**config.mk**
```make
export PLATFORM = sky130hd
export DESIGN_NAME = mtq_mul
export DESIGN_NICKNAME = d
export VERILOG_FILES = /design/src/hdl/mtq_pkg.sv /design/src/hdl/mtq_mul.sv
export SDC_FILE = /design/constraint.sdc
export NUM_CORES = 2
export LEC_CHECK = 0
export BUFFER_PORTS_ARGS = -buffer_cell sky130_fd_sc_hd__buf_2
export CORE_MARGIN = 2
export CORE_UTILIZATION = 50
export CTS_BUF_LIST = sky130_fd_sc_hd__clkbuf_8
export DETAILED_ROUTE_END_ITERATION = 16
export HOLD_SLACK_MARGIN = 0.05
export PLACE_DENSITY = 0.76
export SETUP_SLACK_MARGIN = 0.4
export SLEW_MARGIN = 5
export SYNTH_ARGS = -nofsm -noshare
export SYNTH_HDL_FRONTEND = slang
export SYNTH_SLANG_ARGS = --single-unit
```
**constraint.sdc**
```tcl
create_clock -name clk -period 10.4 [get_ports clk]
set_input_delay 2.08 -clock clk [delete_from_list [all_inputs] [get_ports clk]]
set_output_delay 2.08 -clock clk [all_outputs]
set_load 0.01 [all_outputs]
```
**src/hdl/mtq_pkg.sv**
```systemverilog
package mtq_pkg;

  localparam int MulW  = 36;
  localparam int ProdW = 2 * MulW;
  localparam int NumW  = 35;
  localparam int DenW  = 33;
  localparam int CW    = 36;
  localparam int DvdW  = 64;
  localparam int CntW  = 6;
  localparam int BarsW = 5;

  localparam logic OP_BAR    = 1'b0;
  localparam logic OP_FINISH = 1'b1;

  typedef logic signed [MulW-1:0]  mul_t;
  typedef logic signed [ProdW-1:0] prod_t;
  typedef logic signed [CW-1:0]    coef_t;

  typedef struct packed {
    logic                   start;
    logic signed [NumW-1:0] num;
    logic [DenW-1:0]        den;
  } div_req_t;

  typedef struct packed {
    logic busy;
    logic done;
  } div_sts_t;

endpackage

```
**src/hdl/mtq_mul.sv**
```systemverilog
module mtq_mul
  import mtq_pkg::*;
(
  input  logic  clk,
  input  mul_t  a,
  input  mul_t  b,
  output prod_t p
);

  prod_t p_r;

  always_ff @(posedge clk) begin
    p_r <= a * b;
  end

  assign p = p_r;

endmodule

```
==> metrics.yaml <==
run_status:
  outcome: "complete, no violations"
hold_path:
  hold_end: "p[0]"
  worstHoldPathCells: 3
  min_path_type: "in -> reg"
  hold_start: "a[0]"
floorplan:
  floorplan.initialDensity_pct: 50.67
  io_pins: 145
  die_h_um: 312.0
  core_area_um2: 93610
  rows: 112
  die_w_um: 312.0
  die_area_um2: 97350
worst_setup_path:
  crit_top_cell: "fa_1"
  endpoint_kind: "flip-flop"
  critical_path_peak_fanout: 36
  slowest_stage: "buf_2"
  cp.buffers_inverters: 7
  critPathTopFamily: "adder cells"
  cp-start-kind: "input pin"
  crit_type: "in -> reg"
  crit_required_ns: 10.83
  max_stage_delay_ns: 0.67
  worstPathArrival_ns: 10.17
global_route:
  grt_max_degree: 37
  top_usage_layer: "met2"
  grt_usage_pct: 27.26
  grt_pass1_wl_um: 205400
  grtUsageMet1_pct: 33.39
  grt_use_met3_pct: 4.114
  grt_pass1_vias: 37780
  groute.layer.met2.usage_pct: 46.05
  antenna_found_initial: 13
  grt_overflow: 0
synthesis:
  yosysTopAreaCell: "fa_1"
  synth-async-reset-ratio_pct: 0
  syn_inst: 5104
  synth_ff_type: "dfxtp_1"
  synth_cell_types: 65
  syn_avg_cell_area_um2: 9.293
  syn-cell-area_um2: 47430
  synth_area_leaders: "fa_1 (58%), inv_1 (11%), and2_1 (7.4%), nand2_1 (6.0%), ha_1 (5.8%)"
  synthTopCellsByCount: "fa_1 (1379), inv_1 (1344), nand2_1 (760), and2_1 (559), clkbuf_1 (287)"
  ys_seq_area_share_pct: 3.039
  synth-seq-cells: 72
  synth_top_area_share_pct: 58.20
  synth_fp_nets: 6775
  yosysMostFrequentCell: "fa_1"
  yosysWarningCount: 0
  synth-edff-count: 0
sta:
  slew_viol_final: 0
  tightest_slew_ns: 0.9420
  hold_viol_final: 0
  final.setup.tns_ns: 0
  post-route-period-util_pct: 93.72
  fin_crit_ns: 9.747
  fmax_ghz: 0.1026
  slew_headroom_pct: 37.20
  rsz0062_at_grt: "false"
  setup_viol: 0
route:
  detail-route-antenna-nets: 0
  wirelength_um: 124700
  via_per_inst: 5.309
  vias: 33620
  drcViolationCount: 0
  wl_per_cell_um: 19.69
  dr.pass1.iters: 6
  drt_iter0_markers: 1988
cells_and_area:
  layout-drive-gt1-share_pct: 5.388
  largest_reg_flops: 72
  fin_nets: 6733
  seq_area_um2: 1441
  multiInputGateArea_um2: 39840
  fillers: 8498
  area_delta_synth_final_pct: 4.513
clocking:
  clk_pin_slew_ns: 0.11
  post_cts_buffers: 0
  cts-root-buf: "clkbuf_8"
  htreeDepth: 3
  cts_made_buffers: 9
  cts.sinks: 72
  clockBufferDepth: 2
  cts_tree: "built"
placement:
  port_buffers: 144
  dpl.hpwl_um: 106900
  gp_congestion: 1.002
run:
  max_cap_violations: 0
-- how the worst max path moves through the flow --
stage	startpoint	endpoint	slack [ns]	cells past startpoint
floorplan	a[35]	p[69]	0.94	22
global placement	b[6]	p[68]	0.26	27
detailed placement	b[6]	p[68]	0.19	27
CTS	b[6]	p[68]	0.73	27
global route	a[6]	p[68]	0.42	26
finish	a[6]	p[68]	0.65	26
-- cell type report --
type | instances | share of cell area [%]
Sequential cell | 72 | 2.908
Clock buffer | 9 | 0.2499
Timing Repair Buffer | 240 | 2.923
Tap cell | 1254 | 3.165
Antenna cell | 12 | 0.06057
Inverter | 1344 | 10.18
Multi-Input combinational cell | 3395 | 80.36
Clock inverter | 7 | 0.1590
-- metrics by stage --
stage / cells / hold slack [ns] / util, % / setup WS, ns / area, um2
floorplan: 5104 / 2.384 / - / 0.9417 / 47430
global placement: 6305 / 2.473 / 52.70 / 0.2624 / 49330
detailed placement: 6305 / 2.473 / 52.70 / 0.1939 / 49330
CTS: 6321 / 2.292 / 52.92 / 0.7322 / 49540
global route: 6332 / 2.331 / 52.96 / 0.4242 / 49570
finish: 6333 / 2.360 / 52.96 / 0.6529 / 49570
-- timing repair --
action / 4_1_cts / 5_1_grt
gates resized for setup: 0 / 3
endpoints found under the setup margin: 0 / 1
hold buffers: 0 / 0
-- placed cells by master, fill, tap and decap left out, types with 4 or more instances in the layout --
cell type  Yosys  routed
a211oi_1       8       8
a21o_1        37      37
a21oi_1       69      69
a31oi_1        9       9
and2_1       559     559
and3_1         7       7
buf_2          5     141
buf_4          1      96
clkbuf_8       0       9
dfxtp_1       72      72
diode_2        0      12
fa_1        1379    1379
ha_1         219     219
inv_1       1344    1344
nand2_1      760     760
nand2b_1      12      12
nand3_1       18      18
nand4_1       20      20
nor2_1        43      43
nor2b_1       36      36
nor3_1        11      11
o211ai_1       4       4
o21a_1         7       7
o21ai_0       29      29
o21ai_1       15      15
o21bai_1      10      10
or2_2          5       5
xnor2_1       52      52
xor2_1        28      28
-- routing by layer --
| layer | up-vias | wire length, um |
|---|---|---|
| li1 | 14280 | - |
| met1 | 17590 | 45500 |
| met2 | 1385 | 62820 |
| met3 | 369 | 8405 |
| met4 | 4 | 7927 |
| met5 | - | 22 |
-- logic make-up after synthesis --
logic type / share of synthesized area (%)
AO/OA/AOI/OAI: 3.094
XOR/XNOR: 1.477
adder cells (fa/ha/maj): 63.98
buffers and inverters: 12.98
flip-flops: 3.039
multiplexers: 0.04484
AND/OR/NAND/NOR: 15.39
Power is left out: the tool's default activity adds up to more than one toggle a clock period on the data nets, which glitch-free logic cannot reach.
