===== config.mk =====
export PLATFORM = sky130hd
export DESIGN_NAME = mtq_div
export DESIGN_NICKNAME = d
export VERILOG_FILES = /design/src/hdl/mtq_pkg.sv /design/src/hdl/mtq_div.sv
export SDC_FILE = /design/constraint.sdc
export NUM_CORES = 1
export LEC_CHECK = 0
export ABC_AREA = 0
export BUFFER_PORTS_ARGS = -buffer_cell sky130_fd_sc_hd__buf_2
export CORE_MARGIN = 4
export CORE_UTILIZATION = 30
export CTS_CLUSTER_DIAMETER = 40
export DETAILED_ROUTE_END_ITERATION = 7
export SYNTH_ARGS = -nofsm -noshare
export SYNTH_HDL_FRONTEND = slang
export SYNTH_SLANG_ARGS = --single-unit

===== constraint.sdc =====
create_clock -name clk -period 7.32 [get_ports clk]
set_clock_uncertainty 0.15 [all_clocks]
set_input_delay 1.464 -clock clk [delete_from_list [all_inputs] [get_ports clk]]
set_output_delay 1.464 -clock clk [all_outputs]
set_load 0.03 [all_outputs]

===== src/hdl/mtq_pkg.sv =====
package mtq_pkg;

  localparam int MulW  = 36;
  localparam int ProdW = 2 * MulW;
  localparam int NumW  = 35;
  localparam int DenW  = 33;
  localparam int CW    = 36;
  localparam int DvdW  = 64;
  localparam int CntW  = 6;
  localparam int BarsW = 5;

  localparam logic OP_BAR    = 1'b0;
  localparam logic OP_FINISH = 1'b1;

  typedef logic signed [MulW-1:0]  mul_t;
  typedef logic signed [ProdW-1:0] prod_t;
  typedef logic signed [CW-1:0]    coef_t;

  typedef struct packed {
    logic                   start;
    logic signed [NumW-1:0] num;
    logic [DenW-1:0]        den;
  } div_req_t;

  typedef struct packed {
    logic busy;
    logic done;
  } div_sts_t;

endpackage


===== src/hdl/mtq_div.sv =====
module mtq_div
  import mtq_pkg::*;
(
  input  logic     clk,
  input  logic     rst_n,
  input  div_req_t req,
  output div_sts_t sts,
  output coef_t    quo
);

  logic            busy_r;
  logic            done_r;
  logic            neg_r;
  logic [CntW-1:0] cnt_r;
  logic [DvdW-1:0] dvd_r;
  logic [DenW-1:0] rem_r;
  logic [DenW-1:0] den_r;
  logic [CW-1:0]   q_r;
  logic [NumW-1:0] mag;
  logic [DenW:0]   rem_sh;
  logic            ge;
  logic [DenW-1:0] rem_nxt;
  logic [CW:0]     q_inc;
  logic [CW-1:0]   q_rnd;

  assign mag     = req.num[NumW-1] ? NumW'(-req.num) : NumW'(req.num);
  assign rem_sh  = {rem_r, dvd_r[DvdW-1]};
  assign ge      = rem_sh >= {1'b0, den_r};
  assign rem_nxt = ge ? DenW'(rem_sh - {1'b0, den_r}) : DenW'(rem_sh);

  always_ff @(posedge clk) begin
    if (!rst_n) begin
      busy_r <= 1'b0;
      done_r <= 1'b0;
      cnt_r  <= '0;
    end else begin
      done_r <= 1'b0;
      if (req.start && !busy_r) begin
        busy_r <= 1'b1;
        cnt_r  <= '0;
      end else if (busy_r) begin
        cnt_r <= cnt_r + 1'b1;
        if (cnt_r == {CntW{1'b1}}) begin
          busy_r <= 1'b0;
          done_r <= 1'b1;
        end
      end
    end
  end

  always_ff @(posedge clk) begin
    if (req.start && !busy_r) begin
      neg_r <= req.num[NumW-1];
      den_r <= req.den;
      dvd_r <= {mag[DenW-1:0], {(DvdW-DenW){1'b0}}};
      rem_r <= '0;
      q_r   <= '0;
    end else if (busy_r) begin
      dvd_r <= {dvd_r[DvdW-2:0], 1'b0};
      rem_r <= rem_nxt;
      q_r   <= {q_r[CW-2:0], ge};
    end
  end

  assign q_inc = {1'b0, q_r} + 1'b1;
  assign q_rnd = q_inc[CW:1];
  assign quo   = neg_r ? coef_t'(-q_rnd) : coef_t'(q_rnd);
  assign sts   = '{busy: busy_r, done: done_r};

endmodule


==> summary.txt, run 1 <==
Status
  • Outcome: complete, no violations

Critical path
  • Critical-path maximum fanout: 12
  • Cell family with most CP delay: simple AND/OR/NAND/NOR gates
  • Delay of the slowest critical-path stage: 0.53 ns
  • Worst EP required: 5.71 ns
  • Critical Path Source Type: flip-flop
  • Worst path slowest cell: ha_1
  • Most frequent cell on the critical path: ha_1
  • Reg2reg path depth: 12
  • Setup crit end kind: output pin
  • Critical R2R Launch: dvd_r[63]$_DFFE_PP_
  • Endpoint of the worst-slack reg-to-reg timing path: rem_r[9]$_SDFFE_PP0P_
  • Worst Path Arrival: 3.87 ns
  • Critical path class: reg -> out
  • Critical Path, Cell by Cell: ha_1 > xnor2_1 > ha_1 > inv_1 > nor4_2 > nand3_1 > or3_1 > o41ai_1 > xor2_1 > buf_2
  • R2R setup slack: 3.63 ns
  • Buffers & Inverters on Critical Path: 2

Power
  • Psw: 0.493 mW
  • Internal power: 1.49 mW
  • Reg power frac: 45.9%
  • Clock power frac: 44.4%
  • Switching part of the total: 24.9%
  • Worst VDD drop: 0.159 mV
  • P per Cell Area: 170 nW/µm²
  • Combinational power share: 9.7%
  • Static Leak: 4.64 nW

STA
  • Period utilisation layout: 74.9%
  • Setup tns final: 0 ns
  • Pins Over Slew Limit: 0
  • Fmax: 182 MHz
  • # setup viols final: 0
  • Tightest Pin Transition: 1.09 ns
  • Period minus WS final: 5.48 ns
  • Hold Fails Final Rpt: 0
  • PnR worst setup slack: 1.84 ns
  • Unrepaired setup endpoints after global routing: false
  • Slew headroom: 27.4%

Routing
  • Detailed-router iteration count before antenna repair: 6
  • Vias per cell: 5.10
  • Avg WL per Cell: 14.5 µm
  • 1st-iter DRT viols: 543
  • Final ANT Viol Nets: 0
  • Post-Route WL: 25,100 µm
  • Vias: 8,809
  • DRC: 0

Global routing
  • GRT Total Usage: 13.8%
  • Largest net degree at the start of global routing: 78
  • Via count of the first global-routing pass: 8,409
  • GRT overflow: 0
  • First-pass GRT wire length: 42,300 µm
  • Antenna violations before repair: 0

Synthesis
  • Compound-Gate Fraction of Synth Area: 18.8%
  • Simple-gate portion of the synthesized area: 23.5%
  • Adder-Cell Fraction of Synth Area: 4.70%
  • Top FF cell, synth: dfxtp_1
  • Top cell type's share of synthesized area: 19.6%
  • Post-synth EDFFs: 67
  • Mux cell area share after synthesis: 1.31%
  • Largest family of logic cells by synthesized area: simple AND/OR/NAND/NOR gates
  • Post-synth top cells: 180 x nand2_1, 102 x o21ai_0, 77 x dfxtp_1, 75 x xnor2_1, 67 x edfxtp_1
  • Yosys top cell by area: edfxtp_1
  • Register area share after synthesis: 34.5%
  • Synth Area per Inst: 8.44 µm²
  • Yosys cell types: 84
  • Post-synthesis xor/xnor area fraction: 11.4%
  • Syn. warnings: 0
  • Seq cells post-synth: 144
  • Most common cell in the netlist: nand2_1
  • Mapped Nets: 1,328
  • Async S/R FF share, synth: 0%
  • Synth area leaders: edfxtp_1 20%, dfxtp_1 15%, nand2_1 6.6%
  • Post-synthesis cell area: 10,300 µm²
  • Post-Syn Instances: 1,219

Die
  • Die area: 37,300 µm²
  • Core area: 33,700 µm²
  • Die Height: 193 µm
  • Row count: 67
  • Initial Utilization: 30.5%
  • Ports: 109
  • Die X-Extent: 193 µm

Placed design
  • Port Buf Inserts: 107
  • Gp weighted congestion: 0.874
  • Post-place setup slack: 2.29 ns
  • Dpl cell area: 11,000 µm²
  • Final HPWL DP: 18,100 µm

Clock network
  • H-tree depth: 4
  • Skew-Pair Late Insertion Delay: 0.43 ns
  • CTS Buf Count: 17
  • CTS sink cnt: 144
  • CTS Buffer Depth: 2
  • Setup bufs post-CTS: 0
  • Hold-fix buffers at CTS: 0
  • Reg clk slew, reported paths: 0.06 ns
  • Root buffer cell: clkbuf_16
  • TritonCTS clock tree: yes
  • Resized cells post-CTS: 0

Worst hold path
  • Hold Startpoint: cnt_r[5]$_SDFFE_PP0P_
  • WHS Path Cells: 2
  • HP Class: reg -> reg
  • Hold Path Sink: cnt_r[5]$_SDFFE_PP0P_

Layout
  • Area Overhead vs Synth: 13.2%
  • Diode count: 0
  • Share of layout cells above drive strength 1: 14.5%
  • Cell area after layout: 11,600 µm²
  • Nets: 1,375
  • Layout filler cell count: 3,545

Job
  • Max Cap Viol: 0
cell type report:
| class | instances | area [µm²] | share of cell area, % |
|---|---|---|---|
| Multi-Input combinational cell | 937 | 6150 | 52.9 |
| Tap cell | 448 | 561 | 4.82 |
| Clock buffer | 20 | 458 | 3.93 |
| Timing Repair Buffer | 113 | 581 | 4.99 |
| Sequential cell | 144 | 3560 | 30.6 |
| Clock inverter | 12 | 131 | 1.13 |
| Inverter | 53 | 199 | 1.71 |
worst max path at each step:
stage,startpoint,endpoint,slack [ns],cells after the start
CTS,q_r[0]$_SDFFE_PP0P_,quo[32],1.81,10
floorplan,q_r[0]$_SDFFE_PP0P_,quo[28],2.71,11
finish,q_r[1]$_SDFFE_PP0P_,quo[32],1.84,10
global route,q_r[0]$_SDFFE_PP0P_,quo[30],1.49,11
global placement,q_r[0]$_SDFFE_PP0P_,quo[32],2.36,10
detailed placement,q_r[0]$_SDFFE_PP0P_,quo[32],2.29,10
worst reg2reg max path, stage by stage (launching register included):
cell and delay, ns:
edfxtp_1 0.36, inv_1 0.07, ha_1 0.23, fa_1 0.39
nand2b_1 0.19, a21oi_1 0.24, o21ai_0 0.25, a211oi_1 0.32
o21ai_1 0.11, a22oi_2 0.12, buf_4 0.52, nand2_1 0.38
o221ai_1 0.27
cell usage in the layout, fill, tap and decap left out, drive strengths merged, types with 8 or more instances in the layout:
cell type,Yosys,layout
edfxtp,67,67
or2,9,9
or3,13,13
nand2b,43,43
o21ai,108,108
a211oi,8,8
xnor2,75,75
ha,37,37
inv,52,56
nand2,181,181
and2,8,8
and4,13,13
nor2,50,50
nand3,42,42
nor3,20,20
mux2i,9,9
and3,13,13
o41ai,13,13
nor4,12,12
a21oi,42,42
dfxtp,77,77
o211ai,27,27
o31ai,18,18
nand4,28,28
a21o,17,17
xor2,59,59
buf,30,113
clkbuf,55,20
stage by stage:
stage,cells,total power [mW],utilization (%),hold slack [ns]
after CTS,1727,2.02,34.5,0.341
after global routing,1727,2.08,34.5,0.372
final,1727,1.98,34.5,0.342
after global placement,1695,1.12,32.8,0.321
after detailed placement,1695,1.12,32.8,0.331
after floorplan,1219,1.06,-,0.308
state kept, by name (all words and copies together) (netlist names):
| register | flops |
|---|---|
| q_r | 36 |
| neg_r | 1 |
| den_r | 33 |
| busy_r | 1 |
| rem_r | 33 |
| done_r | 1 |
| dvd_r | 33 |
| cnt_r | 6 |
layer usage:
metal,vias up,wire length (µm),global-route usage [%]
met5,-,0,0
met4,0,381,4.03
met3,23,1290,2.38
li1,4450,-,-
met1,4128,12100,19.0
met2,208,11300,22.4
cells by family after synthesis:
| family | after synthesis |
|---|---|
| and+or+nand+nor | 459 |
| DFF | 144 |
| buffers and inverters | 138 |
| muxes | 13 |
| adders and majority gates | 38 |
| AOI/OAI and AO/OA | 293 |
| xor gates and xnor gates | 134 |
power groups by stage:
| stage | clock [mW] | sequential [mW] | combinational (mW) |
|---|---|---|---|
| 2_1_floorplan | 0 | 0.917 | 0.140 |
| 3_3_place_gp | 0 | 0.927 | 0.191 |
| 3_5_place_dp | 0 | 0.928 | 0.194 |
| 4_1_cts | 0.911 | 0.911 | 0.195 |
| 5_1_grt | 0.944 | 0.915 | 0.219 |
| 6_report | 0.881 | 0.910 | 0.192 |
No activity file was read; power rests on OpenSTA's default activity.
==> inputs of run 2 (changes only) <==
==> constraint.sdc (replaced) <==
create_clock -name clk -period 5.14 [get_ports clk]
set_clock_uncertainty 0.15 [all_clocks]
set_input_delay 1.028 -clock clk [delete_from_list [all_inputs] [get_ports clk]]
set_output_delay 1.028 -clock clk [all_outputs]
set_load 0.03 [all_outputs]
==> run 2 against run 1 <==
Effect of this change:
- non-clock buffer count is 7 higher
- via count is 0.40% lower
- routed wire length is 0.26% lower
- highest routed layer unchanged
- critical endpoint unchanged
- sequential power is 43% higher
- register-to-register slack worse by 2.2 ns
- total power is 38% higher
- clock power is 33% higher
- flip-flop and latch count stayed put
- global-route usage is 0.40 points lower
- utilization is 0.10 points higher
- sequential share of layout area is 0.088 points lower
==> summary.txt, run 2 (synthesis gave the netlist of run 1 again) <==
Clock network
  • Root buffer cell: clkbuf_16
  • Skew-Pair Late Insertion Delay: 0.43 ns (about the same)
  • Reg clk slew, reported paths: 0.06 ns (about the same)
  • TritonCTS clock tree: yes
  • Hold-fix buffers at CTS: 0 (unchanged)
  • CTS sink cnt: 144 (unchanged)
  • H-tree depth: 4 (unchanged)
  • CTS Buf Count: 17 (unchanged)
  • CTS Buffer Depth: 2 (unchanged)

Layout
  • Area Overhead vs Synth: 13.5%
  • Share of layout cells above drive strength 1: 15.2% (+0.62 points)
  • Area of the multi-input gates: 6170 µm² (+0.22%)
  • Final std cells w/o fill: 1,734 (+0.41%)
  • Diode count: 0 (unchanged)
  • Most frequent cells in the layout: 180 x nand2_1, 107 x buf_2, 102 x o21ai_0
  • Layout filler cell count: 3,553 (+0.23%)
  • Final Util: 34.6% (+0.10 points)
  • Nets: 1,382 (+0.51%)
  • Max reg flops: 36 (unchanged)
  • Top reg by flops: q_r
  • Commonest non-fill, non-tap cell in the layout: nand2_1
  • Register area: 3560 µm² (unchanged)

Global routing
  • GRT overflow: 0 (unchanged)
  • Via count of the first global-routing pass: 8,193 (-2.6%)
  • Antenna violations before repair: 0 (unchanged)
  • GRT Total Usage: 13.4% (-0.40 points)
  • Largest net degree at the start of global routing: 78 (unchanged)
  • First-pass GRT wire length: 41,100 µm (-2.7%)

Placed design
  • Placed Cells: 1,699 (+0.24%)
  • Gp weighted congestion: 0.890 (+1.9%)
  • Port Buf Inserts: 107 (unchanged)
  • Final HPWL DP: 18,200 µm (+0.75%)

Routing
  • Vias per cell: 5.06 (-0.80%)
  • Post-Route WL: 25,000 µm (-0.26%)
  • Detailed-router iteration count before antenna repair: 5 (-1)
  • DRC: 0 (unchanged)
  • 1st-iter DRT viols: 556 (+2.4%)
  • Vias: 8,774 (-0.40%)
  • Final ANT Viol Nets: 0 (unchanged)
  • Avg WL per Cell: 14.4 µm (-0.66%)

Power
  • Psw: 0.698 mW (+42%)
  • Worst VDD drop: 0.187 mV (+17%)
  • Internal power: 2.04 mW (+37%)
  • P per Cell Area: 235 nW/µm² (+38%)
  • Reg power frac: 47.3% (+1.4 points)
  • Switching part of the total: 25.5% (+0.62 points)
  • Clock power frac: 42.7% (-1.7 points)
  • Static Leak: 4.66 nW (+0.24%)
  • Combinational power share: 10.0% (+0.3 points)

STA
  • Period utilisation layout: 94.0%
  • Fmax: 207 MHz
  • Slew headroom: 46.8% (+19 points)
  • Unrepaired setup endpoints after global routing: false
  • # setup viols final: 0 (unchanged)
  • Hold slack final: 0.338 ns (-0.00414 ns)
  • Period minus WS final: 4.83 ns
  • Setup tns final: 0 ns (unchanged)
  • Hold Fails Final Rpt: 0 (unchanged)
  • Tightest Pin Transition: 0.798 ns (-0.291 ns)
  • Pins Over Slew Limit: 0 (unchanged)

Die
  • Ports: 109 (unchanged)
  • Die X-Extent: 193 µm (unchanged)
  • Die area: 37,300 µm² (unchanged)
  • Core area: 33,700 µm² (unchanged)
  • Initial Utilization: 30.5% (unchanged)
  • Die Height: 193 µm (unchanged)
  • Row count: 67 (unchanged)

Critical path
  • Worst Path Arrival: 3.65 ns (-0.22 ns)
  • Worst path slowest cell: dfxtp_1
  • Worst EP required: 3.96 ns (-1.75 ns)
  • Setup crit end kind: output pin
  • Critical path class: reg -> out
  • Critical Path, Cell by Cell: ha_4 > xnor2_1 > ha_1 > inv_1 > nor4_2 > nand3_1 > or3_1 > o41ai_1 > xor2_1 > buf_2
  • Critical Path Source Type: flip-flop
  • R2R setup slack: 1.42 ns (-2.21 ns)
  • Critical-path maximum fanout: 12 (unchanged)
  • Delay of the slowest critical-path stage: 0.54 ns (about the same)

Worst hold path
  • HP Class: reg -> reg

Status
  • Outcome: complete, no violations

Job
  • Max Cap Viol: 0 (unchanged)
## run 2: changes by cell type in the layout (fill, tap and decap cells not counted), sizes merged
cell,previous run,this run
buf,113,120
clkbuf,20,19
bufinv,2,1
clkinvlp,0,2
clkinv,7,6
inv,56,57
## run 2: what timing repair did
action | CTS | global route
gates resized for setup | 0 | 3
setup endpoints to repair | 0 | 12
setup buffers | 0 | 3
## run 2: power groups by stage
stage | clock (mW) | combinational (mW) | sequential (mW)
2_1_floorplan | 0 | 0.199 | 1.31
3_3_place_gp | 0 | 0.272 | 1.32
3_5_place_dp | 0 | 0.275 | 1.32
4_1_cts | 1.21 | 0.277 | 1.30
5_1_grt | 1.26 | 0.311 | 1.30
6_report | 1.17 | 0.274 | 1.30
## run 2: final timing paths
check,startpoint,end,cells after the start
hold reg to reg,cnt_r[5]$_SDFFE_PP0P_,cnt_r[5]$_SDFFE_PP0P_,2
setup reg to reg,dvd_r[63]$_DFFE_PP_,rem_r[17]$_SDFFE_PP0P_,12
hold / removal,cnt_r[5]$_SDFFE_PP0P_,cnt_r[5]$_SDFFE_PP0P_,2
setup / recovery,q_r[1]$_SDFFE_PP0P_,quo[32],10
## run 2: through the flow
stage | cell area [µm²] | power, mW | setup WS [ns]
after floorplan | 10300 | 1.50 | 0.971
after global placement | 11100 | 1.59 | 0.621
after detailed placement | 11100 | 1.60 | 0.560
after CTS | 11600 | 2.79 | 0.0950
after global routing | 11700 | 2.87 | 0.0148
final | 11700 | 2.74 | 0.309
## run 2: final cells by class
type,count,area share (%)
clock buffers,19,3.71
clock inverters,13,0.954
inverters,53,1.70
multi-input cells,937,52.8
flip-flops and latches,144,30.5
well taps,448,4.80
repair buffers,120,5.53
## run 2: routing by layer
| metal | up-vias | global-route usage, % | wire length, µm |
|---|---|---|---|
| met3 | 19 | 2.41 | 1160 |
| li1 | 4468 | - | - |
| met1 | 4082 | 18.9 | 12400 |
| met2 | 205 | 21.5 | 11200 |
| met4 | 0 | 3.24 | 236 |
| met5 | - | 0 | 0 |
## run 2: worst max-delay path: cells and delay by family (launching register included)
kind                       cells  cell delay [ns]
adders and majority gates      2             0.48
AOI/OAI and AO/OA              1             0.35
xor gates and xnor gates       2             0.37
DFF                            1             0.54
buffers and inverters          2             0.28
and+or+nand+nor                3             1.20
==> inputs of run 3 (changes only) <==
--- a/config.mk
+++ b/config.mk
@@ -7,6 +7,7 @@
 export LEC_CHECK = 0
 export ABC_AREA = 0
 export BUFFER_PORTS_ARGS = -buffer_cell sky130_fd_sc_hd__buf_2
+export CORE_ASPECT_RATIO = 0.6
 export CORE_MARGIN = 4
 export CORE_UTILIZATION = 30
 export CTS_CLUSTER_DIAMETER = 40
==> constraint.sdc (replaced) <==
create_clock -name clk -period 5.14 [get_ports clk]
set_clock_uncertainty 0.15 [all_clocks]
set_input_delay 0.257 -clock clk [delete_from_list [all_inputs] [get_ports clk]]
set_output_delay 0.257 -clock clk [all_outputs]
set_load 0.03 [all_outputs]
==> run 3 against run 2 <==
Effect of this change:
- sequential share of layout area down 0.75 points
- via count up 1.2%
- highest routed layer unchanged
- fmax up 9.3%
- largest cell class unchanged
- cell area up 2.5%
- cell count up 2.4%
- clock power about the same
- worst setup slack better by 0.41 ns
- utilization up 0.80 points
- clock-buffer cell count up 7
- sequential power about the same
- routed wire length up 5.6%
==> summary.txt, run 3 (synthesis gave the netlist of run 1 again) <==
Power
  • Static Leak: 4.78 nW (+2.7%)
  • P per Cell Area: 229 nW/µm² (-2.6%)
  • Final Power: 2.74 mW (-0.16%)
  • Worst VDD drop: 0.233 mV (+25%)

Global routing
  • Antenna violations before repair: 0 (unchanged)
  • GRT Total Usage: 14.2% (+0.79 points)
  • First-pass GRT wire length: 42,900 µm (+4.2%)
  • Largest net degree at the start of global routing: 74 (-5.1%)
  • Via count of the first global-routing pass: 8,114 (-0.96%)
  • GRT overflow: 0 (unchanged)

Worst hold path
  • WHS Path Cells: 3 (+1)
  • HP Class: in -> reg
  • Hold Path Sink: dvd_r[31]$_SDFFCE_PN0P_
  • Hold Startpoint: req[33]

Critical path
  • Setup crit end kind: output pin
  • Critical-path maximum fanout: 12 (unchanged)
  • R2R setup slack: 1.50 ns (+0.08 ns)
  • Critical path class: reg -> out
  • Critical Path Source Type: flip-flop
  • Critical R2R Launch: dvd_r[63]$_DFFE_PP_
  • Worst EP required: 4.73 ns (+0.77 ns)
  • Reg2reg path depth: 12 (unchanged)
  • Worst Path Arrival: 4.01 ns (+0.36 ns)
  • Endpoint of the worst-slack reg-to-reg timing path: rem_r[28]$_SDFFE_PP0P_

Placed design
  • Post-place setup slack: 1.27 ns (+0.708 ns)
  • Gp weighted congestion: 0.898 (+0.85%)
  • Placed Cells: 1,710 (+0.65%)
  • Final HPWL DP: 19,500 µm (+6.9%)
  • Port Buf Inserts: 107 (unchanged)

STA
  • Period minus WS final: 4.42 ns (-0.412 ns)
  • Unrepaired setup endpoints after global routing: false
  • Slew headroom: 49.4% (+2.6 points)
  • Tightest Pin Transition: 0.753 ns (-0.0445 ns)
  • Pins Over Slew Limit: 0 (unchanged)
  • Setup tns final: 0 ns (unchanged)
  • Hold Fails Final Rpt: 0 (unchanged)
  • PnR worst setup slack: 0.720 ns (+0.412 ns)
  • Period utilisation layout: 86.0% (-8.0 points)
  • Fmax: 226 MHz (+9.3%)
  • # setup viols final: 0 (unchanged)

Clock network
  • CTS Buf Count: 17 (unchanged)
  • Skew-Pair Late Insertion Delay: 0.44 ns (about the same)
  • Resized cells post-CTS: 0 (unchanged)
  • CTS sink cnt: 144 (unchanged)
  • H-tree depth: 4 (unchanged)
  • Reg clk slew, reported paths: 0.06 ns (about the same)
  • Root buffer cell: clkbuf_16
  • Hold-fix buffers at CTS: 34 (+34)
  • Setup bufs post-CTS: 0 (unchanged)
  • TritonCTS clock tree: yes
  • CTS Buffer Depth: 2 (unchanged)

Layout
  • Final std cells w/o fill: 1,776 (+2.4%)
  • Top reg by flops: q_r
  • Nets: 1,413 (+2.2%)
  • Commonest non-fill, non-tap cell in the layout: nand2_1
  • Area Overhead vs Synth: 16.3%
  • Diode count: 0 (unchanged)
  • Most frequent cells in the layout: 180 x nand2_1, 107 x buf_2, 102 x o21ai_0
  • Final Util: 35.4% (+0.80 points)
  • Max reg flops: 36 (unchanged)
  • Share of layout cells above drive strength 1: 14.1% (-1.0 points)

Routing
  • Final ANT Viol Nets: 0 (unchanged)
  • Detailed-router iteration count before antenna repair: 5 (unchanged)
  • 1st-iter DRT viols: 659 (+19%)
  • Avg WL per Cell: 14.9 µm (+3.1%)
  • Vias per cell: 5.00 (-1.2%)
  • DRC: 0 (unchanged)
  • Vias: 8,880 (+1.2%)
  • Post-Route WL: 26,400 µm (+5.6%)

Die
  • Row count: 52 (-22%)
  • Core area: 33,800 µm² (+0.20%)
  • Die Height: 151 µm (-22%)
  • Die X-Extent: 247 µm (+28%)
  • Initial Utilization: 30.5% (-0.061 points)
  • Ports: 109 (unchanged)
  • Die area: 37,400 µm² (+0.26%)

Job
  • Max Cap Viol: 0 (unchanged)

Status
  • Outcome: complete, no violations
run 3: power breakdown:
part | switching [mW] | leakage [nW] | internal [mW]
sequential | 0.0189 | 1.28 | 1.27
clock | 0.470 | 0.267 | 0.667
combinational | 0.185 | 3.23 | 0.125
total | 0.674 | 4.78 | 2.06
run 3: worst max-delay path by stage:
stage | start | end | slack [ns] | cells after the start
2_1_floorplan | q_r[0]$_SDFFE_PP0P_ | quo[28] | 1.74 | 11
3_3_place_gp | q_r[1]$_SDFFE_PP0P_ | quo[30] | 1.31 | 11
6_report | q_r[0]$_SDFFE_PP0P_ | quo[30] | 0.72 | 11
5_1_grt | q_r[0]$_SDFFE_PP0P_ | quo[35] | 0.44 | 10
3_5_place_dp | q_r[1]$_SDFFE_PP0P_ | quo[30] | 1.27 | 11
4_1_cts | q_r[1]$_SDFFE_PP0P_ | quo[30] | 0.77 | 11
run 3: routing by layer:
layer  track usage, %  vias up  part of all wire (%)
li1                 -     4511                     -
met1             21.9     4133                    53
met2             19.4      215                    41
met3             3.61       21                   5.5
met4             3.49        0                   1.2
met5                0        -                     0
run 3: area by class of cell:
cell class | instances | area [µm²]
clock buffers | 26 | 500
fillers | 3493 | 21800
repair buffers | 151 | 951
well taps | 459 | 574
flip-flops and latches | 144 | 3560
multi-input cells | 937 | 6150
clock inverters | 6 | 31.3
inverters | 53 | 199
run 3: worst max-delay path, cell delays in order (launching register included):
cell and delay (ns):
dfxtp_1 0.53, ha_1 0.51, xnor2_1 0.21, ha_1 0.18
inv_1 0.06, nor4_2 0.49, nand3_1 0.26, nor4_2 0.44
nand4b_1 0.25, o21ai_0 0.27, xnor2_1 0.15, buf_2 0.22
run 3: metrics by stage:
step | cell area [µm²] | hold WS (ns)
after floorplan | 10300 | 0.206
after global placement | 11100 | 0.284
after detailed placement | 11100 | 0.285
after CTS | 12000 | 0.0150
after global routing | 12000 | 0.0361
final | 12000 | 0.0525
